`src/sv/ufd_pkg.sv`:
```
// shared types and constants for the utf-8 stream decoder
`timescale 1ns / 1ps
package ufd_pkg;

	// code point constants
	localparam logic [20:0] REPL_CODE   = 21'h00FFFD;
	localparam logic [20:0] SURR_LO     = 21'h00D800;
	localparam logic [20:0] SURR_HI     = 21'h00DFFF;
	localparam logic [20:0] MAX_SCALAR  = 21'h10FFFF;
	localparam logic [20:0] MIN_LEN1    = 21'h000080;
	localparam logic [20:0] MIN_LEN2    = 21'h000800;
	localparam logic [20:0] MIN_LEN3    = 21'h010000;
	localparam logic [20:0] CTRL_LIMIT  = 21'd32;
	localparam logic [20:0] DEL_CODE    = 21'd127;

	// lead byte bounds
	localparam logic [7:0] LEAD2_LO = 8'hC2;
	localparam logic [7:0] LEAD2_HI = 8'hDF;
	localparam logic [7:0] LEAD3_LO = 8'hE0;
	localparam logic [7:0] LEAD3_HI = 8'hEF;
	localparam logic [7:0] LEAD4_LO = 8'hF0;
	localparam logic [7:0] LEAD4_HI = 8'hF4;
	localparam logic [1:0] CONT_TAG = 2'b10;

	// sequence lengths in continuation bytes
	localparam logic [1:0] SEQ_NONE = 2'd0;
	localparam logic [1:0] SEQ_ONE  = 2'd1;
	localparam logic [1:0] SEQ_TWO  = 2'd2;
	localparam logic [1:0] SEQ_THREE = 2'd3;

	localparam logic [5:0] MAX_CHARS_RESET = 6'd32;
	localparam int         QUEUE_DEPTH_DEF = 4;

	// input beat
	typedef struct packed {
		logic [7:0] byte_value;
		logic       last_byte;
	} in_beat_t;

	// output beat
	typedef struct packed {
		logic [20:0] code_point;
		logic        has_code;
		logic        end_of_string;
	} out_beat_t;

	// one queue entry: the one or two results caused by a byte
	typedef struct packed {
		logic      two;
		out_beat_t r0;
		out_beat_t r1;
	} pair_t;

endpackage

```
`src/sv/ufd_front.sv`:
```
// front end: accepts bytes, runs the utf-8 decode state and the per-string cap
`timescale 1ns / 1ps
module ufd_front (
	input  logic              clk,
	input  logic              arst_n,
	input  logic              in_valid,
	output logic              in_stall,
	input  ufd_pkg::in_beat_t in_data,
	input  logic              cfg_wr_en,
	input  logic [5:0]        cfg_wr_data,
	input  logic              q_full,
	output logic              push,
	output ufd_pkg::pair_t    push_data
);
	import ufd_pkg::*;

	logic [20:0] part_q;
	logic [1:0]  br_q;
	logic [1:0]  len_q;
	logic [5:0]  cnt_q;
	logic [5:0]  max_chars_q;

	logic        accept;
	logic [7:0]  b;
	logic        is_cont, seq_open, brk, comp, do_fresh;
	logic        lead2, lead3, lead4, fresh_lead, fresh_emit;
	logic [20:0] shifted, fin_code, fresh_code, a_code;
	logic        a_v, b_v, c_v, ka, kb, kc, any_kept, two;
	logic [5:0]  cnt1, cnt2, cnt3;
	logic [20:0] part_d;
	logic [1:0]  br_d, len_d;
	logic [20:0] first_code, second_code;

	// overlong, surrogate and range check on a completed sequence
	function automatic logic [20:0] finish(input logic [20:0] code, input logic [1:0] len);
		logic bad;
		bad = (len == SEQ_ONE && code < MIN_LEN1) || (len == SEQ_TWO && code < MIN_LEN2) ||
			(len == SEQ_THREE && code < MIN_LEN3) ||
			(code >= SURR_LO && code <= SURR_HI) || (code > MAX_SCALAR);
		return bad ? REPL_CODE : code;
	endfunction

	// control codes are dropped
	function automatic logic printable(input logic [20:0] code);
		return !(code < CTRL_LIMIT || code == DEL_CODE);
	endfunction

	assign in_stall = q_full;
	assign accept   = in_valid && !q_full;
	assign b        = in_data.byte_value;

	// classify the byte against the open sequence
	always_comb begin
		is_cont    = (b[7:6] == CONT_TAG);
		seq_open   = (br_q != SEQ_NONE);
		brk        = seq_open && !is_cont;
		comp       = seq_open && is_cont && (br_q == SEQ_ONE);
		do_fresh   = !seq_open || brk;
		shifted    = {part_q[14:0], b[5:0]};
		fin_code   = finish(shifted, len_q);
		lead2      = (b >= LEAD2_LO) && (b <= LEAD2_HI);
		lead3      = (b >= LEAD3_LO) && (b <= LEAD3_HI);
		lead4      = (b >= LEAD4_LO) && (b <= LEAD4_HI);
		fresh_lead = do_fresh && (lead2 || lead3 || lead4);
		fresh_emit = do_fresh && !(lead2 || lead3 || lead4);
		fresh_code = b[7] ? REPL_CODE : {13'd0, b};
	end

	// next sequence state
	always_comb begin
		part_d = '0;
		br_d   = SEQ_NONE;
		len_d  = SEQ_NONE;
		if (seq_open && is_cont && !comp) begin
			part_d = shifted;
			br_d   = br_q - 2'd1;
			len_d  = len_q;
		end else if (fresh_lead) begin
			if (lead2) begin
				part_d = {16'd0, b[4:0]};
				br_d   = SEQ_ONE;
			end else if (lead3) begin
				part_d = {17'd0, b[3:0]};
				br_d   = SEQ_TWO;
			end else begin
				part_d = {18'd0, b[2:0]};
				br_d   = SEQ_THREE;
			end
			len_d = br_d;
		end
	end

	// up to three candidate results, filtered by control codes and the cap
	always_comb begin
		a_v    = brk || comp;
		a_code = brk ? REPL_CODE : fin_code;
		b_v    = fresh_emit;
		c_v    = in_data.last_byte && (br_d != SEQ_NONE);
		ka     = a_v && printable(a_code) && (cnt_q < max_chars_q);
		cnt1   = cnt_q + {5'd0, ka};
		kb     = b_v && printable(fresh_code) && (cnt1 < max_chars_q);
		cnt2   = cnt1 + {5'd0, kb};
		kc     = c_v && (cnt2 < max_chars_q);
		cnt3   = cnt2 + {5'd0, kc};
		any_kept = ka || kb || kc;
		two      = (ka && kb) || (ka && kc) || (kb && kc);
		first_code  = ka ? a_code : (kb ? fresh_code : REPL_CODE);
		second_code = (ka && kb) ? fresh_code : REPL_CODE;
	end

	// pack the queue entry
	always_comb begin
		push_data.two              = two;
		push_data.r0.code_point    = any_kept ? first_code : 21'd0;
		push_data.r0.has_code      = any_kept;
		push_data.r0.end_of_string = in_data.last_byte && !two;
		push_data.r1.code_point    = second_code;
		push_data.r1.has_code      = 1'b1;
		push_data.r1.end_of_string = in_data.last_byte;
		push = accept && (any_kept || in_data.last_byte);
	end

	// decode state and cap counter
	always_ff @(posedge clk or negedge arst_n) begin
		if (!arst_n) begin
			part_q <= '0;
			br_q   <= SEQ_NONE;
			len_q  <= SEQ_NONE;
			cnt_q  <= '0;
		end else if (accept) begin
			if (in_data.last_byte) begin
				part_q <= '0;
				br_q   <= SEQ_NONE;
				len_q  <= SEQ_NONE;
				cnt_q  <= '0;
			end else begin
				part_q <= part_d;
				br_q   <= br_d;
				len_q  <= len_d;
				cnt_q  <= cnt3;
			end
		end
	end

	// configuration register
	always_ff @(posedge clk or negedge arst_n) begin
		if (!arst_n) begin
			max_chars_q <= MAX_CHARS_RESET;
		end else if (cfg_wr_en) begin
			max_chars_q <= cfg_wr_data;
		end
	end

`ifndef NO_ASSERTIONS
	a_idle_clean: assert property (@(posedge clk) disable iff (!arst_n)
		(br_q == SEQ_NONE) |-> (part_q == '0 && len_q == SEQ_NONE))
		else $error("closed sequence left partial state");
	a_end_clears: assert property (@(posedge clk) disable iff (!arst_n)
		(accept && in_data.last_byte) |=> (cnt_q == '0 && br_q == SEQ_NONE))
		else $error("string end did not clear state");
`endif

endmodule

```
`src/sv/ufd_queue.sv`:
```
// short queue of decoded result pairs between front and back
`timescale 1ns / 1ps
module ufd_queue #(
	parameter int DEPTH = ufd_pkg::QUEUE_DEPTH_DEF
) (
	input  logic           clk,
	input  logic           arst_n,
	input  logic           push,
	input  ufd_pkg::pair_t push_data,
	output logic           full,
	input  logic           pop,
	output logic           head_valid,
	output ufd_pkg::pair_t head_data
);
	import ufd_pkg::*;

	localparam int IDX_W = (DEPTH > 1) ? $clog2(DEPTH) : 1;
	localparam int CNT_W = $clog2(DEPTH + 1);
	localparam logic [IDX_W-1:0] LAST_IDX = IDX_W'(DEPTH - 1);
	localparam logic [CNT_W-1:0] FULL_CNT = CNT_W'(DEPTH);

	pair_t             entries_q [DEPTH];
	logic [IDX_W-1:0]  wr_ptr_q, rd_ptr_q;
	logic [CNT_W-1:0]  count_q;
	logic              do_push, do_pop;

	assign full       = (count_q == FULL_CNT);
	assign head_valid = (count_q != '0);
	assign head_data  = entries_q[rd_ptr_q];
	assign do_push    = push && !full;
	assign do_pop     = pop && head_valid;

	// entry storage
	always_ff @(posedge clk) begin
		if (do_push) begin
			entries_q[wr_ptr_q] <= push_data;
		end
	end

	// pointers and fill count
	always_ff @(posedge clk or negedge arst_n) begin
		if (!arst_n) begin
			wr_ptr_q <= '0;
			rd_ptr_q <= '0;
			count_q  <= '0;
		end else begin
			if (do_push) begin
				wr_ptr_q <= (wr_ptr_q == LAST_IDX) ? '0 : wr_ptr_q + 1'b1;
			end
			if (do_pop) begin
				rd_ptr_q <= (rd_ptr_q == LAST_IDX) ? '0 : rd_ptr_q + 1'b1;
			end
			if (do_push && !do_pop) begin
				count_q <= count_q + 1'b1;
			end else if (do_pop && !do_push) begin
				count_q <= count_q - 1'b1;
			end
		end
	end

`ifndef NO_ASSERTIONS
	a_no_overflow: assert property (@(posedge clk) disable iff (!arst_n)
		full |-> !do_push)
		else $error("push into full queue");
	a_count_bound: assert property (@(posedge clk) disable iff (!arst_n)
		(count_q <= FULL_CNT))
		else $error("queue count out of range");
`endif

endmodule

```
`src/sv/ufd_back.sv`:
```
// back end: unpacks result pairs into single output beats behind a register
`timescale 1ns / 1ps
module ufd_back (
	input  logic              clk,
	input  logic              arst_n,
	input  logic              head_valid,
	input  ufd_pkg::pair_t    head_data,
	output logic              pop,
	output logic              out_valid,
	input  logic              out_stall,
	output ufd_pkg::out_beat_t out_data
);
	import ufd_pkg::*;

	logic      out_valid_q;
	out_beat_t out_q;
	logic      pend_valid_q;
	out_beat_t pend_q;
	logic      load;

	assign load      = !out_valid_q || !out_stall;
	assign pop       = load && !pend_valid_q && head_valid;
	assign out_valid = out_valid_q;
	assign out_data  = out_q;

	// output register, held second result first
	always_ff @(posedge clk or negedge arst_n) begin
		if (!arst_n) begin
			out_valid_q  <= 1'b0;
			pend_valid_q <= 1'b0;
		end else if (load) begin
			if (pend_valid_q) begin
				out_valid_q  <= 1'b1;
				pend_valid_q <= 1'b0;
			end else begin
				out_valid_q  <= head_valid;
				pend_valid_q <= head_valid && head_data.two;
			end
		end
	end

	// beat payload
	always_ff @(posedge clk) begin
		if (load) begin
			if (pend_valid_q) begin
				out_q <= pend_q;
			end else if (head_valid) begin
				out_q  <= head_data.r0;
				pend_q <= head_data.r1;
			end
		end
	end

`ifndef NO_ASSERTIONS
	a_pend_behind_out: assert property (@(posedge clk) disable iff (!arst_n)
		pend_valid_q |-> out_valid_q)
		else $error("held result without a beat in the output register");
`endif

endmodule

```
`src/sv/utf8_stream_decoder_top.sv`:
```
// utf-8 stream decoder: decode state and cap in front, result queue, beat unpacker behind
// path: the first result of an accepted byte is written into the result queue and then registered for out_data
// throughput: one byte per cycle while in_stall is low and one output beat per cycle while out_stall is low;
//   a byte that gives two results sends them as two output beats, absorbed by the result queue
// in_stall rises only when the result queue is full
// reset: arst_n clears decode state, queue and output valid at once; max_chars returns to 32
`timescale 1ns / 1ps
module utf8_stream_decoder_top #(
	parameter int QUEUE_DEPTH = ufd_pkg::QUEUE_DEPTH_DEF
) (
	input  logic               clk,
	input  logic               arst_n,
	input  logic               in_valid,
	output logic               in_stall,
	input  ufd_pkg::in_beat_t  in_data,
	output logic               out_valid,
	input  logic               out_stall,
	output ufd_pkg::out_beat_t out_data,
	input  logic               cfg_wr_en,
	input  logic [5:0]         cfg_wr_data
);
	import ufd_pkg::*;

	logic  q_full, push, pop, head_valid;
	pair_t push_data, head_data;

	// byte decode and classify
	ufd_front u_front (
		.clk         (clk),
		.arst_n      (arst_n),
		.in_valid    (in_valid),
		.in_stall    (in_stall),
		.in_data     (in_data),
		.cfg_wr_en   (cfg_wr_en),
		.cfg_wr_data (cfg_wr_data),
		.q_full      (q_full),
		.push        (push),
		.push_data   (push_data)
	);

	// result queue
	ufd_queue #(
		.DEPTH (QUEUE_DEPTH)
	) u_queue (
		.clk        (clk),
		.arst_n     (arst_n),
		.push       (push),
		.push_data  (push_data),
		.full       (q_full),
		.pop        (pop),
		.head_valid (head_valid),
		.head_data  (head_data)
	);

	// output beats
	ufd_back u_back (
		.clk        (clk),
		.arst_n     (arst_n),
		.head_valid (head_valid),
		.head_data  (head_data),
		.pop        (pop),
		.out_valid  (out_valid),
		.out_stall  (out_stall),
		.out_data   (out_data)
	);

endmodule

```
`config.mk`:
```
export PLATFORM = sky130hd
export DESIGN_NAME = utf8_stream_decoder_top
export DESIGN_NICKNAME = d
export VERILOG_FILES = /design/src/sv/ufd_pkg.sv /design/src/sv/ufd_front.sv /design/src/sv/ufd_queue.sv /design/src/sv/ufd_back.sv /design/src/sv/utf8_stream_decoder_top.sv
export SDC_FILE = /design/constraint.sdc
export NUM_CORES = 1
export LEC_CHECK = 0
export ABC_AREA = 0
export BUFFER_PORTS_ARGS = -buffer_cell sky130_fd_sc_hd__buf_2
export CAP_MARGIN = 20
export CORE_MARGIN = 5
export CORE_UTILIZATION = 60
export DETAILED_ROUTE_END_ITERATION = 10
export GPL_ROUTABILITY_DRIVEN = 0
export PLACE_DENSITY = 0.83
export SYNTH_ARGS = -nofsm -noshare
export SYNTH_HDL_FRONTEND = slang
export SYNTH_SLANG_ARGS = --single-unit
```
`constraint.sdc`:
```
create_clock -name clk -period 8.5 [get_ports clk]
set_input_delay 0.425 -clock clk [delete_from_list [all_inputs] [get_ports clk]]
set_output_delay 0.425 -clock clk [all_outputs]
set_load 0.02 [all_outputs]
```
==> results_dict.tcl, run 1 <==
set metrics [dict create \
    arrival_ns 7.76 \
    num_vias 5403 \
    die_h_um 132 \
    die_area_mm2 0.0175 \
    multi_input_area_mm2 0.00280 \
    clock.fmax_ghz 0.132 \
    grt_start_max_net_pins 41 \
    dp.cells 799 \
    n_fill_cell 923 \
    endpoint_kind "flop" \
    startpoint_type "flop" \
    ctsResizeCount 0 \
    post_cts_buffers 0 \
    cts_buffers 20 \
    grt_pass1_wl_um 30500 \
    maxSlewHeadroom 0.317 \
    finalWorstPathRequiredPeriod_ns 7.60 \
    reg2reg_depth 25 \
    layout.nets 687 \
    seq_area_mm2 0.00593 \
    grt_setup_unrepaired "no" \
    drt_pass1_iterations 5 \
    synth_top_flop_cell "edfxtp_1" \
    powerDensity_mw_per_mm2 326 \
    rrSetupSlack_ns 0.90 \
    htree_levels 1 \
    clk_path_buf_depth 3 \
    fin_skew_ns 0.00933 \
    place.port_buffers 44 \
    finalHoldViolCount 0 \
    grt_antenna_before_repair 0 \
    syn-num-nets 641 \
    antenna_cells 0 \
    ant_nets 0 \
    drc 0 \
    root_buffer "clkbuf_16" \
    cap_viol_max_count 0 \
    worstMarginPinSlew_ns 1.02 \
    status "finished clean" \
    ys_seq_area_frac 0.662 \
    wl_per_cell_um 22.6 \
    core_area_mm2 0.0146 \
    cts_tree "yes" \
    ys_seq_elements 204 \
    peakVddDrop_mv 0.143 \
    grt_pass1_vias 5614 \
    finalSetupViolations 0 \
    r2r_end "u_queue.entries_q[3][24]$_DFFE_PP_" \
    die_x_um 132 \
    synthCells 591 \
    yosys_warnings 0 \
    reg2reg_from "u_front.cnt_q[3]$_DFFE_PN0P_" \
    synth_area_mm2 0.00896 \
    row_count 44 \
    tns_ns 0 \
    cts-hold-fix-buffers 0 \
    synth_edf_count 164 \
    path_clk_slew_ns 0.07 \
    worst-path-max-fanout 14 \
    avgSynthCellArea_um2 15.2 \
    initial_core_util 0.614 \
    grt_usage 0.217 \
    required_ns 8.66 \
    vias_per_cell 6.47 \
    hpwl_um 11500 \
    hp-class "input pin to async pin" \
    cts.sinks 204 \
    boundaryPins 45 \
    first_iter_violations 544 \
    min_period_over_period 0.894 \
    drt-total-wl_um 18900 \
    layout-drive-gt1-share 0.206 \
    clk_latency_ns 0.48 \
    overflow 0 \
    ys_types 64 \
    layout.cells.non_filler 835 \
    async_flop_share 0.196 \
    slew_violations 0 \
    syn2layout_area_growth_pct 11.1 \
    leakagePower_uw 0.00370 \
    worst-setup-path-type "flop to flop" \
]
==> cells in the final DEF, fill, tap and decap left out, types with 15 or more instances in the layout <==
| cell type | n |
|---|---|
| a21oi_1 | 15 |
| buf_2 | 44 |
| clkbuf_16 | 21 |
| dfrtp_1 | 37 |
| edfxtp_1 | 164 |
| ha_1 | 29 |
| inv_1 | 38 |
| mux4_2 | 33 |
| nand2_1 | 36 |
| nor2_1 | 18 |
| o21ai_0 | 38 |
==> state kept, by name, indices dropped and copies added, names as in the netlist <==
register / cells
u_back.pend_valid_q: 1
u_back.out_data: 23
u_queue.wr_ptr_q: 2
u_queue.count_q: 3
u_front.len_q: 2
u_front.br_q: 2
u_back.out_valid: 1
u_queue.rd_ptr_q: 2
u_front.cnt_q: 6
u_queue.entries_q: 132
u_front.max_chars_q: 6
u_front.part_q: 15
u_back.pend_q: 9
==> layout make-up <==
class                           instances  share of cell area
Clock buffer                           25              0.0543
Inverter                               38              0.0143
Multi-Input combinational cell        326               0.281
Timing Repair Buffer                   47              0.0244
Tap cell                              184              0.0231
Sequential cell                       204               0.596
Clock inverter                         11             0.00754
==> worst max path at each step <==
stage                                               endpoint                     startpoint  cells after the start  slack [ns]
after floorplan                 u_front.cnt_q[5]$_DFFE_PN0P_  u_front.part_q[9]$_DFFE_PN0P_                     31        1.99
after global placement          u_front.cnt_q[5]$_DFFE_PN0P_   u_front.cnt_q[3]$_DFFE_PN0P_                     29        1.40
after detailed placement  u_queue.entries_q[1][24]$_DFFE_PP_   u_front.cnt_q[3]$_DFFE_PN0P_                     25        1.10
after CTS                 u_queue.entries_q[1][24]$_DFFE_PP_   u_front.cnt_q[3]$_DFFE_PN0P_                     25        1.08
after global routing      u_queue.entries_q[0][23]$_DFFE_PP_   u_front.cnt_q[3]$_DFFE_PN0P_                     25        0.32
final                     u_queue.entries_q[3][24]$_DFFE_PP_   u_front.cnt_q[3]$_DFFE_PN0P_                     25        0.90
==> where the power goes <==
part	switching, µW	internal [µW]	leakage (µW)
registers	115	1390	0.00200
logic	533	376	0.00140
clock network	354	481	0.000299
==> synthesized netlist by cell type (2+ instances only) <==
cell type | instances | area [µm²]
buf_2 | 2 | 10.0
nor3_1 | 8 | 40.0
a21oi_1 | 16 | 80.1
nand4_1 | 5 | 31.3
a211o_1 | 2 | 17.5
buf_1 | 4 | 15.0
xnor2_1 | 6 | 52.6
nand2b_1 | 13 | 81.3
a22o_1 | 7 | 61.3
nor4_1 | 7 | 43.8
o21ai_0 | 38 | 190
clkbuf_1 | 16 | 60.1
and3_1 | 2 | 12.5
inv_1 | 38 | 143
o31a_1 | 2 | 17.5
and3_2 | 4 | 30.0
o2111ai_1 | 2 | 17.5
nor2_1 | 18 | 67.6
mux4_2 | 33 | 743
nand2_1 | 36 | 135
or4_1 | 2 | 15.0
o22ai_1 | 3 | 18.8
mux2_2 | 10 | 113
nor2b_1 | 7 | 43.8
a211oi_1 | 4 | 30.0
dfrtp_1 | 39 | 976
nand3_1 | 7 | 35.0
xor2_1 | 6 | 52.6
ha_1 | 29 | 363
or2_2 | 3 | 18.8
a21o_1 | 8 | 60.1
a221o_1 | 3 | 30.0
edfxtp_1 | 164 | 4920
nand3b_1 | 2 | 15.0
o21a_1 | 13 | 97.6
and2_1 | 4 | 25.0
==> kinds of logic (layout without fill, tap and decap cells) <==
group | after synthesis | after routing | share of synthesized area
AOI/OAI and AO/OA | 113 | 113 | 0.0844
and+or+nand+nor | 128 | 128 | 0.0774
DFF | 204 | 204 | 0.662
xor gates and xnor gates | 12 | 12 | 0.0117
buffers and inverters | 61 | 121 | 0.0267
muxes | 43 | 43 | 0.0955
adders and majority gates | 30 | 30 | 0.0427
==> critical path: stages, from the launching register on <==
cell and delay, ns:
dfrtp_1 0.54, ha_1 0.27, a21o_1 0.18, a221oi_1 0.24
o21a_1 0.26, o31a_1 0.37, ha_1 0.28, ha_1 0.32
nand3_1 0.14, xor2_1 0.25, inv_1 0.09, ha_1 0.31
o2111ai_1 0.11, inv_1 0.06, a211oi_1 0.34, and3_1 0.39
ha_1 0.31, nand3_1 0.13, and3b_1 0.19, a2111oi_0 0.49
nand2_1 0.25, ha_1 0.35, nand3_1 0.07, o221a_2 0.32
nor3_1 0.79, a21oi_1 0.23
==> per-layer routing <==
layer / track usage / part of all wire / up-vias
met5: 0 / 0 / -
met4: 0.0843 / 0.035 / 0
met3: 0.0321 / 0.075 / 54
met2: 0.358 / 0.49 / 274
met1: 0.297 / 0.40 / 2709
li1: - / - / 2366
==> per-stage QoR <==
step | util | cell area, µm² | hold WS (ns) | power (µW) | setup slack, ns
after global placement | 0.640 | 9340 | 0.495 | 2370 | 1.40
after global routing | 0.683 | 9960 | 0.157 | 3420 | 0.318
final | 0.683 | 9960 | 0.0951 | 3250 | 0.899
after CTS | 0.683 | 9960 | 0.112 | 3270 | 1.08
after detailed placement | 0.640 | 9340 | 0.501 | 2430 | 1.10
after floorplan | - | 8960 | 0.129 | 2150 | 1.99
Power figures use the tool's default switching activity.
==> run 2, diff against run 1 <==
- SYNTH_HIERARCHICAL: unset -> 1
==> results_dict.tcl, run 2 <==
set metrics [dict create \
    status "finished clean" \
    ys_seq_area_frac 0.691 \
    layout-drive-gt1-share 0.263 \
    crit_path_start "u_front/part_q[4]$_DFFE_PN0P_" \
    htree_levels 1 \
    synth.area.top_cells "edfxtp_1, mux4_2, dfrtp_1" \
    hpwl_um 13500 \
    final_cell_mix "edfxtp_1, mux4_2, buf_2" \
    syn2layout_area_growth_pct 9.89 \
    slew_violations 0 \
    synth_top_flop_cell "edfxtp_1" \
    maxSlewHeadroom 0.367 \
    layout.nets 747 \
    intPower_uw 3070 \
    synth_area_mm2 0.0116 \
    n_fill_cell 1203 \
    grt_pass1_wl_um 36100 \
    row_count 50 \
    grt_start_max_net_pins 50 \
    clk_latency_ns 0.52 \
    swShare 0.289 \
    die_h_um 149 \
    cts.sinks 274 \
    peakVddDrop_mv 0.196 \
    largest_reg_flops 188 \
    die_x_um 149 \
    final_area_mm2 0.0128 \
    first_iter_violations 700 \
    avgSynthCellArea_um2 17.7 \
    fin_skew_ns 0.0158 \
    worst-setup-path-type "flop to flop" \
    drt-total-wl_um 22600 \
    ant_nets 0 \
    grt_usage 0.210 \
    worstMarginPinSlew_ns 0.949 \
    cap_viol_max_count 0 \
    finalHoldViolCount 0 \
    final_common_cell "edfxtp_1" \
    pwr-share-clk 0.267 \
    place_area_mm2 0.0119 \
    reg2reg_from "u_front/part_q[4]$_DFFE_PN0P_" \
    min_period_over_period 0.864 \
    regMostFlops "u_queue/entries_q" \
    ys_seq_elements 274 \
    seq_area_mm2 0.00803 \
    clock.fmax_ghz 0.136 \
    hp-class "input pin to async pin" \
    async_flop_share 0.146 \
    arrival_ns 7.70 \
    overflow 0 \
    synth_top_area_share 0.605 \
    finalWorstPathRequiredPeriod_ns 7.35 \
    vias_per_cell 6.23 \
    powerDensity_mw_per_mm2 338 \
    root_buffer "clkbuf_16" \
    endpoint_kind "flop" \
    tns_ns 0 \
    cts-hold-fix-buffers 0 \
    synthCells 657 \
    ys_types 71 \
    antenna_cells 0 \
    core_area_mm2 0.0189 \
    boundaryPins 45 \
    ys_top_cells_by_count "edfxtp_1, mux4_2, dfrtp_1" \
    cts_tree "yes" \
    wl_per_cell_um 23.2 \
    worst-path-max-fanout 9 \
    startpoint_type "flop" \
    leakagePower_uw 0.00456 \
    grt_setup_unrepaired "no" \
    grt_antenna_before_repair 1 \
    finalSetupViolations 0 \
    yosys_warnings 6 \
    required_ns 8.85 \
    num_vias 6097 \
    place.port_buffers 44 \
    synth_top_cell_by_area "edfxtp_1" \
    final_core_util 0.676 \
    clk_path_buf_depth 3 \
    post_cts_buffers 0 \
    power.total_uw 4320 \
    drt_pass1_iterations 7 \
    combPwrFrac 0.278 \
    cts_buffers 27 \
    seq_power_share 0.455 \
    ctsResizeCount 0 \
    path_clk_slew_ns 0.07 \
    yosys.cell_count.top_type "edfxtp_1" \
    drc 0 \
    initial_core_util 0.615 \
    die_area_mm2 0.0222 \
    synth_edf_count 234 \
    multi_input_area_mm2 0.00316 \
    p_sw_uw 1250 \
    grt_pass1_vias 6418 \
]
## run 2: final timing paths
kind / endpoint / slack [ns] / cells past startpoint
worst min-delay path: u_front/br_q[1]$_DFFE_PN0P_ / 0.05 / 1
worst max register to register: u_queue/entries_q[0][37]$_DFFE_PP_ / 1.15 / 24
worst min register to register: u_queue/count_q[2]$_DFFE_PN0P_ / 0.49 / 1
min in group clk: u_front/max_chars_q[3]$_DFFE_PN0P_ / 0.11 / 3
max in group asynchronous: u_queue/rd_ptr_q[1]$_DFFE_PN0P_ / 7.82 / 1
worst max-delay path: u_queue/entries_q[0][37]$_DFFE_PP_ / 1.15 / 24
## run 2: cell type report
cell class,instances,share of cell area
clock inverters,17,0.0129
repair buffers,54,0.0231
multi-input cells,315,0.247
flip-flops and latches,274,0.629
clock buffers,31,0.0541
inverters,27,0.00794
well taps,260,0.0255
## run 2: critical path, cell delays in order, from the launching register on
cell and delay, ns:
dfrtp_1 0.41, or4_1 0.55, nor4_1 0.44, nand4_1 0.27, o41ai_4 0.53, inv_2 0.13, ha_1 0.26, ha_1 0.25
xor2_1 0.36, ha_1 0.32, a21oi_1 0.15, o21ai_0 0.10, a41oi_1 0.27, and2_1 0.31, ha_1 0.24, nand3_1 0.13
nor3_1 0.27, xnor2_1 0.22, ha_1 0.33, and3_1 0.19, a21oi_1 0.12, o2111ai_1 0.13, a21oi_1 0.47, a211o_1 0.45
o21a_1 0.27
## run 2: metrics by stage
step                instances  worst slack, ns  hold WS (ns)
finish                    978             1.15        0.0466
global route              978            0.820         0.117
CTS                       978             1.37        0.0535
detailed placement        930             1.65         0.486
global placement          930             2.08         0.461
floorplan                 661             2.54         0.129
## run 2: cells by family (layout without fill, tap and decap cells)
family                   Yosys count  after routing  synth area share
AO/OA/AOI/OAI                     84             84            0.0528
XOR/XNOR                          11             11           0.00829
other                              2              6          0.000647
multiplexers                      77             77             0.127
adder cells (fa/ha/maj)           29             29            0.0317
flip-flops                       274            274             0.691
buffers and inverters             72            129            0.0392
AND/OR/NAND/NOR                  108            108            0.0493
## run 2: routing by layer
| layer | track usage | vias up | share of wire |
|---|---|---|---|
| li1 | - | 2634 | - |
| met1 | 0.281 | 3051 | 0.39 |
| met2 | 0.354 | 341 | 0.50 |
| met3 | 0.0386 | 69 | 0.079 |
| met4 | 0.0645 | 2 | 0.032 |
| met5 | 0 | - | 0.00049 |
## run 2: power groups by stage
stage	Clock [µW]	Combinational (µW)	Sequential (µW)
global placement	0	1160	1970
floorplan	0	877	2040
global route	1230	1300	1990
detailed placement	0	1200	1990
finish	1150	1200	1970
CTS	1160	1210	1970
==> run 3, diff against run 2 <==
==> constraint.sdc (replaced) <==
create_clock -name clk -period 8.5 [get_ports clk]
set_input_delay 0.85 -clock clk [delete_from_list [all_inputs] [get_ports clk]]
set_output_delay 0.85 -clock clk [all_outputs]
set_load 0.02 [all_outputs]
==> results_dict.tcl, run 3 (synthesized netlist as in run 2, its figures left out) <==
set metrics [dict create \
    overflow 0 \
    boundaryPins 45 \
    reg2reg_from "u_front/part_q[4]$_DFFE_PN0P_" \
    finalSetupViolations 0 \
    status "finished clean" \
    fin_skew_ns 0.0101 \
    antenna_cells 0 \
    finalWorstPathRequiredPeriod_ns 7.18 \
    grt_pass1_wl_um 36300 \
    maxSlewHeadroom 0.381 \
    required_ns 8.86 \
    worst-path-max-fanout 9 \
    cts_tree "yes" \
    cpMostUsedCell "ha_1" \
    post_cts_buffers 0 \
    cap_viol_max_count 0 \
    die_x_um 149 \
    path_clk_slew_ns 0.06 \
    die_area_mm2 0.0222 \
    htree_levels 1 \
    cp_top_family "compound AO/OA/AOI/OAI gates" \
    seq_area_mm2 0.00803 \
    pwr-share-clk 0.265 \
    tns_ns 0 \
    cts.sinks 274 \
    num_vias 6137 \
    hp-class "input pin to async pin" \
    largest_reg_flops 188 \
    path_buf_inv 2 \
    layout-drive-gt1-share 0.263 \
    cts_buffers 27 \
    regMostFlops "u_queue/entries_q" \
    intPower_uw 3060 \
    drt_pass1_iterations 5 \
    critPathSlowestCell "or4_1" \
    cts-hold-fix-buffers 0 \
    swShare 0.290 \
    final_cell_mix "edfxtp_1, mux4_2, buf_2" \
    arrival_ns 7.55 \
    crit_path_max_incr_delay_ns 0.54 \
    n_fill_cell 1197 \
    endpoint_kind "flop" \
    ctsResizeCount 0 \
    combPwrFrac 0.277 \
    row_count 50 \
    startpoint_type "flop" \
    grt_setup_unrepaired "no" \
    grt_start_max_net_pins 48 \
    place_area_mm2 0.0119 \
    syn2layout_area_growth_pct 9.86 \
    slew_violations 0 \
    p_sw_uw 1250 \
    clk_path_buf_depth 3 \
    first_iter_violations 629 \
    ant_nets 0 \
    clk_latency_ns 0.52 \
    final_area_mm2 0.0128 \
    grt_usage 0.210 \
    worstMarginPinSlew_ns 0.928 \
    powerDensity_mw_per_mm2 337 \
    core_area_mm2 0.0189 \
    grt_antenna_before_repair 1 \
    layout.nets 747 \
    drc 0 \
    initial_core_util 0.615 \
    leakagePower_uw 0.00456 \
    grt_pass1_vias 6466 \
    final_common_cell "edfxtp_1" \
    place.port_buffers 44 \
    clock.fmax_ghz 0.139 \
    seq_power_share 0.457 \
    finalHoldViolCount 0 \
    crit_path_start "u_front/part_q[4]$_DFFE_PN0P_" \
    worst-setup-path-type "flop to flop" \
    die_h_um 149 \
    vias_per_cell 6.27 \
    multi_input_area_mm2 0.00316 \
    wl_per_cell_um 23.1 \
    hpwl_um 13400 \
    min_period_over_period 0.845 \
    peakVddDrop_mv 0.186 \
    root_buffer "clkbuf_16" \
    drt-total-wl_um 22600 \
]
==> run 3: cell types whose count changed in the layout (fill, tap and decap cells not counted), sizes merged <==
cell,before,now
clkinv,13,11
inv,27,29
bufinv,3,2
clkbuf,31,33
==> run 3: power groups by stage <==
stage | Clock (µW) | Sequential (µW) | Combinational, µW
after global placement | 0 | 1970 | 1160
after floorplan | 0 | 2040 | 877
after CTS | 1160 | 1970 | 1210
after detailed placement | 0 | 1990 | 1200
final | 1140 | 1970 | 1190
after global routing | 1230 | 1990 | 1290
==> run 3: final cells by class <==
type	instances	area share
multi-input combinational	315	0.247
clock inverter	16	0.0105
clock buffer	33	0.0563
tap	260	0.0255
timing repair buffer	54	0.0231
sequential	274	0.629
inverter	27	0.00794
==> run 3: path summary, 6_finish.rpt <==
path                                                      endpoint  slack [ns]  cells after the start
worst max-delay path            u_queue/entries_q[0][34]$_DFFE_PP_        1.32                     27
worst min-delay path               u_queue/rd_ptr_q[1]$_DFFE_PN0P_        0.46                      1
worst max register to register  u_queue/entries_q[0][34]$_DFFE_PP_        1.32                     27
worst min register to register      u_queue/count_q[2]$_DFFE_PN0P_        0.48                      1
max in group asynchronous          u_queue/rd_ptr_q[0]$_DFFE_PN0P_        7.44                      1
min in group clk                    u_queue/count_q[2]$_DFFE_PN0P_        0.48                      1
==> run 3: per-layer routing <==
layer	part of all wire	vias up	GRT usage
met5	0.00053	-	0
met1	0.39	3135	0.286
met2	0.51	288	0.350
met3	0.066	69	0.0313
li1	-	2643	-
met4	0.038	2	0.0778
==> run 3: through the flow <==
step	utilization	power, µW	instances	worst slack [ns]	hold WS (ns)
after floorplan	-	2920	661	2.47	0.445
after global placement	0.630	3120	930	1.93	0.463
after detailed placement	0.630	3190	930	1.59	0.473
after CTS	0.675	4340	979	1.51	0.469
after global routing	0.675	4510	979	0.863	0.504
final	0.675	4300	979	1.32	0.456
==> run 3: worst register-to-register path, stage by stage (launching register included) <==
cell and delay [ns]:
dfrtp_1 0.41, or4_1 0.54, nor4_1 0.39, nand4_1 0.27
o41ai_4 0.52, inv_2 0.13, ha_1 0.23, ha_1 0.22
nand3_1 0.13, xor2_1 0.32, inv_1 0.09, ha_1 0.30
nand3_1 0.09, nand2_1 0.05, a41oi_1 0.21, and2_1 0.32
ha_1 0.25, ha_1 0.20, nand2_1 0.08, nor2_1 0.14
xnor2_1 0.21, ha_1 0.32, and3_1 0.16, a21oi_1 0.16
o2111ai_1 0.17, a21oi_1 0.45, a211o_1 0.42, o21a_1 0.26
